## src/hdl/simbe_pkg.sv

```systemverilog
// Shared types and constants for the signed integer minimal byte encoder.
package simbe_pkg;

  localparam int unsigned CmdWidth   = 8;
  localparam int unsigned ValueWidth = 64;
  localparam int unsigned ByteWidth  = 8;
  localparam int unsigned NumBytes   = ValueWidth / ByteWidth;
  localparam int unsigned MaxDrop    = NumBytes - 1;
  localparam int unsigned WindowBits = ByteWidth + 1;
  localparam int unsigned DropWidth  = $clog2(NumBytes);
  localparam int unsigned CountWidth = $clog2(NumBytes + 1);
  localparam int unsigned QueueDepth = 2;
  localparam int unsigned QPtrWidth  = $clog2(QueueDepth);
  localparam int unsigned QCntWidth  = $clog2(QueueDepth + 1);

  typedef logic [DropWidth-1:0]  drop_t;
  typedef logic [CountWidth-1:0] count_t;

  // One classified item: command, value with sign bytes shifted out, value byte count.
  typedef struct packed {
    logic [CmdWidth-1:0]   command;
    logic [ValueWidth-1:0] aligned;
    count_t                count;
  } entry_t;

endpackage

```

## src/hdl/simbe_if.sv

```systemverilog
// Valid/ready channel interfaces for input items and output frame bytes.
interface simbe_in_if;
  logic               valid;
  logic               ready;
  logic        [7:0]  command;
  logic signed [63:0] value;

  modport source (output valid, output command, output value, input ready);
  modport sink   (input valid, input command, input value, output ready);
endinterface

interface simbe_out_if;
  logic       valid;
  logic       ready;
  logic [7:0] out_byte;
  logic       last;

  modport source (output valid, output out_byte, output last, input ready);
  modport sink   (input valid, input out_byte, input last, output ready);
endinterface

```

## src/hdl/signed_int_min_byte_encoder_core.sv

```systemverilog
// Top level of the signed integer minimal-length byte encoder.
//
// Channels: items (sink) carries a command byte and a signed 64-bit value;
// frames (source) carries one byte per transfer with last on the final one.
// Each item becomes a frame: the command byte, then the value bytes left
// after redundant sign bytes are dropped, most significant first. Between
// one and eight value bytes follow, so a frame is 2 to 9 bytes long.
//
// An accepted item is written into the queue; its command byte is loaded
// into the output register once the serializer is free.
// Throughput: one output byte per cycle while the receiver is ready, frames
// back to back with no gap, set by the byte serializer. The front end
// classifies combinationally and keeps accepting into a two-entry queue
// while the serializer works.
//
// Reset (rst, synchronous, active high) empties the queue and the output
// register. When the receiver stalls, the output byte holds, the serializer
// waits, the queue fills, and then items.ready drops.
module signed_int_min_byte_encoder_core (
  input  logic        clk,
  input  logic        rst,
  simbe_in_if.sink    items,
  simbe_out_if.source frames
);
  import simbe_pkg::*;

  // front end -> queue
  logic   push_valid;
  logic   push_ready;
  entry_t push_data;

  // queue -> serializer
  logic   pop_valid;
  logic   pop_ready;
  entry_t pop_data;

  simbe_front u_front (
    .items      (items),
    .push_valid (push_valid),
    .push_data  (push_data),
    .push_ready (push_ready)
  );

  simbe_queue u_queue (
    .clk        (clk),
    .rst        (rst),
    .push_valid (push_valid),
    .push_data  (push_data),
    .push_ready (push_ready),
    .pop_valid  (pop_valid),
    .pop_data   (pop_data),
    .pop_ready  (pop_ready)
  );

  simbe_back u_back (
    .clk       (clk),
    .rst       (rst),
    .pop_valid (pop_valid),
    .pop_data  (pop_data),
    .pop_ready (pop_ready),
    .frames    (frames)
  );

endmodule

```

## src/hdl/simbe_front.sv

```systemverilog
// Front end: accepts items, counts redundant sign bytes and left-aligns the value.
module simbe_front (
  simbe_in_if.sink         items,
  output logic             push_valid,
  output simbe_pkg::entry_t push_data,
  input  logic             push_ready
);
  import simbe_pkg::*;

  logic [MaxDrop-1:0] same;
  drop_t              drop;
  logic               run;
  logic [ValueWidth-1:0] val;

  assign val = items.value;

  // A byte is redundant when it and the top bit of the next byte all match.
  always_comb begin
    for (int j = 0; j < MaxDrop; j++) begin
      same[j] = (val[ValueWidth-1-ByteWidth*j -: WindowBits] == '0) ||
                (val[ValueWidth-1-ByteWidth*j -: WindowBits] == '1);
    end
  end

  always_comb begin
    drop = '0;
    run  = 1'b1;
    for (int j = 0; j < MaxDrop; j++) begin
      run = run & same[j];
      if (run) begin
        drop = DropWidth'(j + 1);
      end
    end
  end

  assign push_valid        = items.valid;
  assign items.ready       = push_ready;
  assign push_data.command = items.command;
  assign push_data.aligned = val << {drop, 3'b000};
  assign push_data.count   = CountWidth'(NumBytes) - CountWidth'(drop);

endmodule

```

## src/hdl/simbe_queue.sv

```systemverilog
// Two-entry queue decoupling classification from byte serialization.
module simbe_queue (
  input  logic              clk,
  input  logic              rst,
  input  logic              push_valid,
  input  simbe_pkg::entry_t push_data,
  output logic              push_ready,
  output logic              pop_valid,
  output simbe_pkg::entry_t pop_data,
  input  logic              pop_ready
);
  import simbe_pkg::*;

  entry_t                mem [QueueDepth];
  logic [QPtrWidth-1:0]  wr_ptr;
  logic [QPtrWidth-1:0]  rd_ptr;
  logic [QCntWidth-1:0]  fill;
  logic                  do_push;
  logic                  do_pop;

  assign push_ready = (fill != QCntWidth'(QueueDepth));
  assign pop_valid  = (fill != '0);
  assign pop_data   = mem[rd_ptr];
  assign do_push    = push_valid && push_ready;
  assign do_pop     = pop_valid && pop_ready;

  always_ff @(posedge clk) begin
    if (do_push) begin
      mem[wr_ptr] <= push_data;
    end
  end

  always_ff @(posedge clk) begin
    if (rst) begin
      wr_ptr <= '0;
      rd_ptr <= '0;
      fill   <= '0;
    end else begin
      if (do_push) wr_ptr <= wr_ptr + 1'b1;
      if (do_pop)  rd_ptr <= rd_ptr + 1'b1;
      case ({do_push, do_pop})
        2'b10:   fill <= fill + 1'b1;
        2'b01:   fill <= fill - 1'b1;
        default: fill <= fill;
      endcase
    end
  end

endmodule

```

## src/hdl/simbe_back.sv

```systemverilog
// Back end: serializes one queued entry into command byte plus value bytes.
module simbe_back (
  input  logic              clk,
  input  logic              rst,
  input  logic              pop_valid,
  input  simbe_pkg::entry_t pop_data,
  output logic              pop_ready,
  simbe_out_if.source       frames
);
  import simbe_pkg::*;

  logic                  active;
  logic [ValueWidth-1:0] shreg;
  count_t                remain;
  logic                  ovalid;
  logic [ByteWidth-1:0]  obyte;
  logic                  olast;
  logic                  can_load;

  assign can_load  = !ovalid || frames.ready;
  assign pop_ready = can_load && !active;

  assign frames.valid    = ovalid;
  assign frames.out_byte = obyte;
  assign frames.last     = olast;

  always_ff @(posedge clk) begin
    if (rst) begin
      active <= 1'b0;
      ovalid <= 1'b0;
    end else if (can_load) begin
      if (active) begin
        ovalid <= 1'b1;
        active <= (remain != count_t'(1));
      end else begin
        ovalid <= pop_valid;
        active <= pop_valid;
      end
    end
  end

  always_ff @(posedge clk) begin
    if (can_load) begin
      if (active) begin
        obyte  <= shreg[ValueWidth-1 -: ByteWidth];
        olast  <= (remain == count_t'(1));
        shreg  <= shreg << ByteWidth;
        remain <= remain - 1'b1;
      end else begin
        obyte  <= pop_data.command;
        olast  <= 1'b0;
        shreg  <= pop_data.aligned;
        remain <= pop_data.count;
      end
    end
  end

endmodule
```

## src/flat_wrapper.sv

```systemverilog
// flat-port wrapper written by rule: the top's interface ports become plain ports
module signed_int_min_byte_encoder_core_flat import simbe_pkg::*;
  (clk, rst, items_valid, items_command, items_value, items_ready, frames_valid, frames_out_byte, frames_last, frames_ready);
  simbe_in_if items_i ();
  simbe_out_if frames_i ();
  input  logic clk;
  input  logic rst;
  input wire logic [$bits(items_i.valid)-1:0] items_valid;
  input wire logic [$bits(items_i.command)-1:0] items_command;
  input wire logic [$bits(items_i.value)-1:0] items_value;
  output wire logic [$bits(items_i.ready)-1:0] items_ready;
  output wire logic [$bits(frames_i.valid)-1:0] frames_valid;
  output wire logic [$bits(frames_i.out_byte)-1:0] frames_out_byte;
  output wire logic [$bits(frames_i.last)-1:0] frames_last;
  input wire logic [$bits(frames_i.ready)-1:0] frames_ready;
  assign items_i.valid = items_valid;
  assign items_i.command = items_command;
  assign items_i.value = items_value;
  assign items_ready = items_i.ready;
  assign frames_valid = frames_i.valid;
  assign frames_out_byte = frames_i.out_byte;
  assign frames_last = frames_i.last;
  assign frames_i.ready = frames_ready;
  signed_int_min_byte_encoder_core u_core (.clk(clk), .rst(rst), .items(items_i), .frames(frames_i));
endmodule
```

## config.mk

```make
export PLATFORM = sky130hd
export DESIGN_NAME = signed_int_min_byte_encoder_core_flat
export DESIGN_NICKNAME = d
export VERILOG_FILES = /design/src/hdl/simbe_pkg.sv /design/src/hdl/simbe_if.sv /design/src/hdl/signed_int_min_byte_encoder_core.sv /design/src/hdl/simbe_front.sv /design/src/hdl/simbe_queue.sv /design/src/hdl/simbe_back.sv /design/src/flat_wrapper.sv
export SDC_FILE = /design/constraint.sdc
export NUM_CORES = 1
export LEC_CHECK = 0
export BUFFER_PORTS_ARGS = -buffer_cell sky130_fd_sc_hd__buf_2
export CAP_MARGIN = 15
export CORE_MARGIN = 10
export CORE_UTILIZATION = 58
export CTS_CLUSTER_SIZE = 8
export DETAILED_ROUTE_END_ITERATION = 8
export GPL_TIMING_DRIVEN = 0
export PLACE_DENSITY = 0.86
export SETUP_SLACK_MARGIN = 0.15
export SLEW_MARGIN = 20
export SYNTH_ARGS = -nofsm -noshare
export SYNTH_HDL_FRONTEND = slang
export SYNTH_SLANG_ARGS = --single-unit
```

## constraint.sdc

```tcl
create_clock -name clk -period 5.8 [get_ports clk]
set_input_delay 0 -clock clk [delete_from_list [all_inputs] [get_ports clk]]
set_output_delay 0 -clock clk [all_outputs]
set_load 0.03 [all_outputs]
```

==> impl_metrics.py <==
metrics = {
    "place": {
        "place_congestion": 1.004,
        "portBuffers": 84,
        "dp_hpwl_um": 23260,
        "place.detailed.instances": 1222,
        "placement.setup.worst_slack_ps": 2611,
        "place_area_mm2": 0.01209,
    },
    "setup_path": {
        "path_buf_inv": 7,
        "worst_ep_arrival_time_ps": 3610,
        "timing.critical_path.from_type": "input pin",
        "cp_data_required_time_ps": 6160,
        "rrSetupSlack_ps": 3300,
        "maximum_cell_stage_delay_along_the_critical_path_ps": 570,
        "critPathTopFamily": "buffers and inverters",
        "end_kind": "flop",
        "path_cells": "dlygate4sd3_1, buf_2, or4_1, nor4_2, or2_1, buf_4, inv_1, nor2_1, buf_2, buf_1, a22o_1, dlygate4sd3_1",
        "path_max_fanout": 10,
        "critPathKind": "input pin to flop",
        "timing.critical_path.slowest_stage_cell": "sky130_fd_sc_hd__dlygate4sd3_1",
    },
    "hold_path": {
        "hold_path.class": "input pin to flop",
    },
    "global_route": {
        "antenna_found_initial": 0,
        "wire_length_of_the_first_global_routing_pass_um": 51290,
        "maximum_number_of_pins_on_one_net_before_global_route_repair": 53,
        "global_route.usage.total_pct": 25.95,
        "grt_pass1_vias": 8383,
        "grt_remaining_overflow": 0,
    },
    "sta": {
        "worst-slew-pin-transition_ps": 972.5,
        "period_utilization_post_route_pct": 55.98,
        "rsz_0062_raised_after_global_routing": "false",
        "setup_slack_ps": 2553,
        "fin_tns_setup_ps": 0,
        "min_period_ps": 3247,
        "timing.slew.headroom_pct": 35.17,
        "finClkSkew_ps": 16.93,
        "fmax_mhz": 308.0,
        "setup_violations": 0,
        "finalHoldViolations": 0,
        "slew_violations": 0,
    },
    "clock_network": {
        "cts-root-buf": "sky130_fd_sc_hd__clkbuf_16",
        "htree_num_levels": 2,
        "cts.sink_count": 236,
        "cts.repair.resized": 0,
        "ctsLongestPathBuffers": 3,
        "tritoncts": "built",
        "numCtsBuffers": 35,
        "path_clk_slew_ps": 50,
        "clk-insertion-delay-late_ps": 520,
    },
    "floorplanning": {
        "die_height_um": 159.0,
        "design.die.area_mm2": 0.02527,
        "ios": 87,
        "num_rows": 50,
        "initial_utilization_pct": 59.48,
        "core_region_area_mm2": 0.01883,
        "dieWidth_um": 159.0,
    },
    "power": {
        "power.clock.fraction_pct": 31.4,
        "power.switching_fraction_pct": 30.09,
        "leakagePower_nw": 4.608,
        "total_switching_power_mw": 1.725,
        "vdd.ir_drop.worst_v": 0.0003341,
        "power_mw": 5.732,
        "cell_internal_pwr_mw": 4.007,
        "comb_power_share_pct": 22.5,
        "pwr-share-seq_pct": 46.1,
        "power_density_mw_per_mm2": 431.7,
    },
    "yosys": {
        "avgSynthCellArea_um2": 12.83,
        "synthFlopType": "sky130_fd_sc_hd__edfxtp_1",
        "synth.net_count": 953,
        "area_fraction_in_compound_gates_after_synthesis_pct": 13.21,
        "postSynthRegisterBits": 236,
        "synthDistinctLibCells": 57,
        "yosysTopAreaCellShare_pct": 61.40,
        "synth_area_leaders": "sky130_fd_sc_hd__edfxtp_1 (61%), sky130_fd_sc_hd__mux2i_1 (8.0%), sky130_fd_sc_hd__o21ai_0 (4.2%)",
        "combinational_family_with_the_most_area_after_synthesis": "compound AO/OA/AOI/OAI gates",
        "synth_warnings": 0,
        "synth_edf_count": 229,
        "synth.area.mux_share_pct": 10.36,
        "synth-seq-area-share_pct": 62.65,
        "synth_cells": 873,
        "post_synth_instance_area_mm2": 0.01120,
        "asyncSetResetFlopFracSynth_pct": 0,
        "synth_top_area_cell": "sky130_fd_sc_hd__edfxtp_1",
        "synth_simple_gate_area_share_pct": 9.798,
        "synth-xor-area-share_pct": 0.5474,
        "synth_adder_area_share_pct": 0.4469,
    },
    "cells_and_area": {
        "diodes": 0,
        "final_layout_size_suffix_gt1_share_pct": 18.62,
        "stdcell_count": 1291,
        "layout.nets": 1101,
        "leading_cell_type_in_the_layout_fill_and_taps_excluded": "sky130_fd_sc_hd__edfxtp_1",
        "layout.cell_area.non_filler_mm2": 0.01328,
        "final_cell_mix": "sky130_fd_sc_hd__edfxtp_1 (229), sky130_fd_sc_hd__buf_2 (97), sky130_fd_sc_hd__o21ai_0 (93), sky130_fd_sc_hd__mux2i_1 (90), sky130_fd_sc_hd__nand2_1 (81)",
        "flow.area_growth_from_synthesis_pct": 18.55,
    },
    "routing": {
        "ant_nets": 0,
        "num_vias": 8370,
        "wirelength_um": 33930,
        "drt_pass1_iterations": 5,
        "via_per_inst": 6.483,
        "first_iter_violations": 964,
        "detail_route.wl_per_cell_um": 26.28,
        "post-route-drc-count": 0,
    },
    "status": {
        "run_status": "finished clean",
    },
    "flow_run": {
        "max-cap-violations": 0,
    },
}
-- per-stage QoR --
step,util [%],hold WS [ps]
after global placement,63.44,189.1
after detailed placement,64.21,192.5
after global routing,70.51,6.995
after floorplan,-,69.07
final,70.51,25.25
after CTS,70.51,0.1416
-- cells in the mapped netlist, drive strengths merged (8+ instances only) --
library cell / count
nand4: 15
edfxtp: 229
a22o: 22
and2: 8
a21oi: 21
buf: 31
o21ai: 100
clkbuf: 32
nor2: 38
a21o: 8
mux2: 23
a22oi: 24
or4: 13
or3: 8
nand2: 81
mux2i: 90
o21a: 8
nor3: 17
nand3: 18
-- sequential cells by signal (all words and copies together) (netlist names), named ones only --
register / count
u_core.u_queue.rd_ptr: 1
u_core.u_back.shreg: 64
u_core.u_back.frames.last: 1
u_core.u_back.frames.out_byte: 8
u_core.u_back.frames.valid: 1
u_core.u_back.active: 1
u_core.u_queue.wr_ptr: 1
u_core.u_back.remain: 4
u_core.u_queue.fill: 2
u_core.u_queue.mem: 152
-- cell type report --
class                   instances  area [µm²]
plain buffers                  63       309.0
clock buffers                  43       905.9
clock inverters                 4       60.06
fillers                      1240        5554
inverters                       7       28.78
multi-input cells             567        3860
flip-flops and latches        236        7017
well taps                     260       325.3
repair buffers                111       770.7
-- worst register-to-register path: cells and delay by family, from the launching register on --
kind | cells | cell delay [ps]
compound gates | 1 | 150
mux | 1 | 260
flops | 1 | 300
buf+inv | 3 | 1520
-- power groups by stage --
stage / registers (mW) / clock network [mW] / logic [mW]
2_1_floorplan: 2.69 / 0 / 0.733
3_3_place_gp: 2.67 / 0 / 1.16
3_5_place_dp: 2.65 / 0 / 1.25
4_1_cts: 2.63 / 1.80 / 1.28
5_1_grt: 2.67 / 1.89 / 1.41
6_report: 2.64 / 1.80 / 1.29
-- timing repair --
action,in CTS,in global routing
hold buffers,22,0
buffers inserted,0,0
setup endpoints to repair,0,0
hold endpoints to repair,49,0
-- kinds of logic after synthesis --
family,after synthesis
xor gates and xnor gates,7
DFF,236
buffers and inverters,70
AOI/OAI and AO/OA,224
muxes,113
and+or+nand+nor,219
adders and majority gates,4
-- layer usage --
metal  routed length (µm)  vias up  global-route usage (%)
met4                 1164        0                   9.773
met2                16010      556                   41.13
met3                 3256       90                   5.396
met5                    0        -                       0
met1                13500     4051                   34.55
li1                     -     3673                       -
-- final timing paths --
| check | start | endpoint | depth (start not counted) |
|---|---|---|---|
| max | items_value[63] | u_core.u_queue.mem[1][18]$_DFFE_PP_ | 12 |
| min reg2reg | u_core.u_back.shreg[41]$_DFFE_PN_ | u_core.u_back.shreg[49]$_DFFE_PN_ | 2 |
| max reg2reg | flop | u_core.u_back.shreg[36]$_DFFE_PN_ | 5 |
| min | items_value[3] | u_core.u_queue.mem[0][7]$_DFFE_PP_ | 2 |
Note: power is estimated with default switching activity, not from simulation.
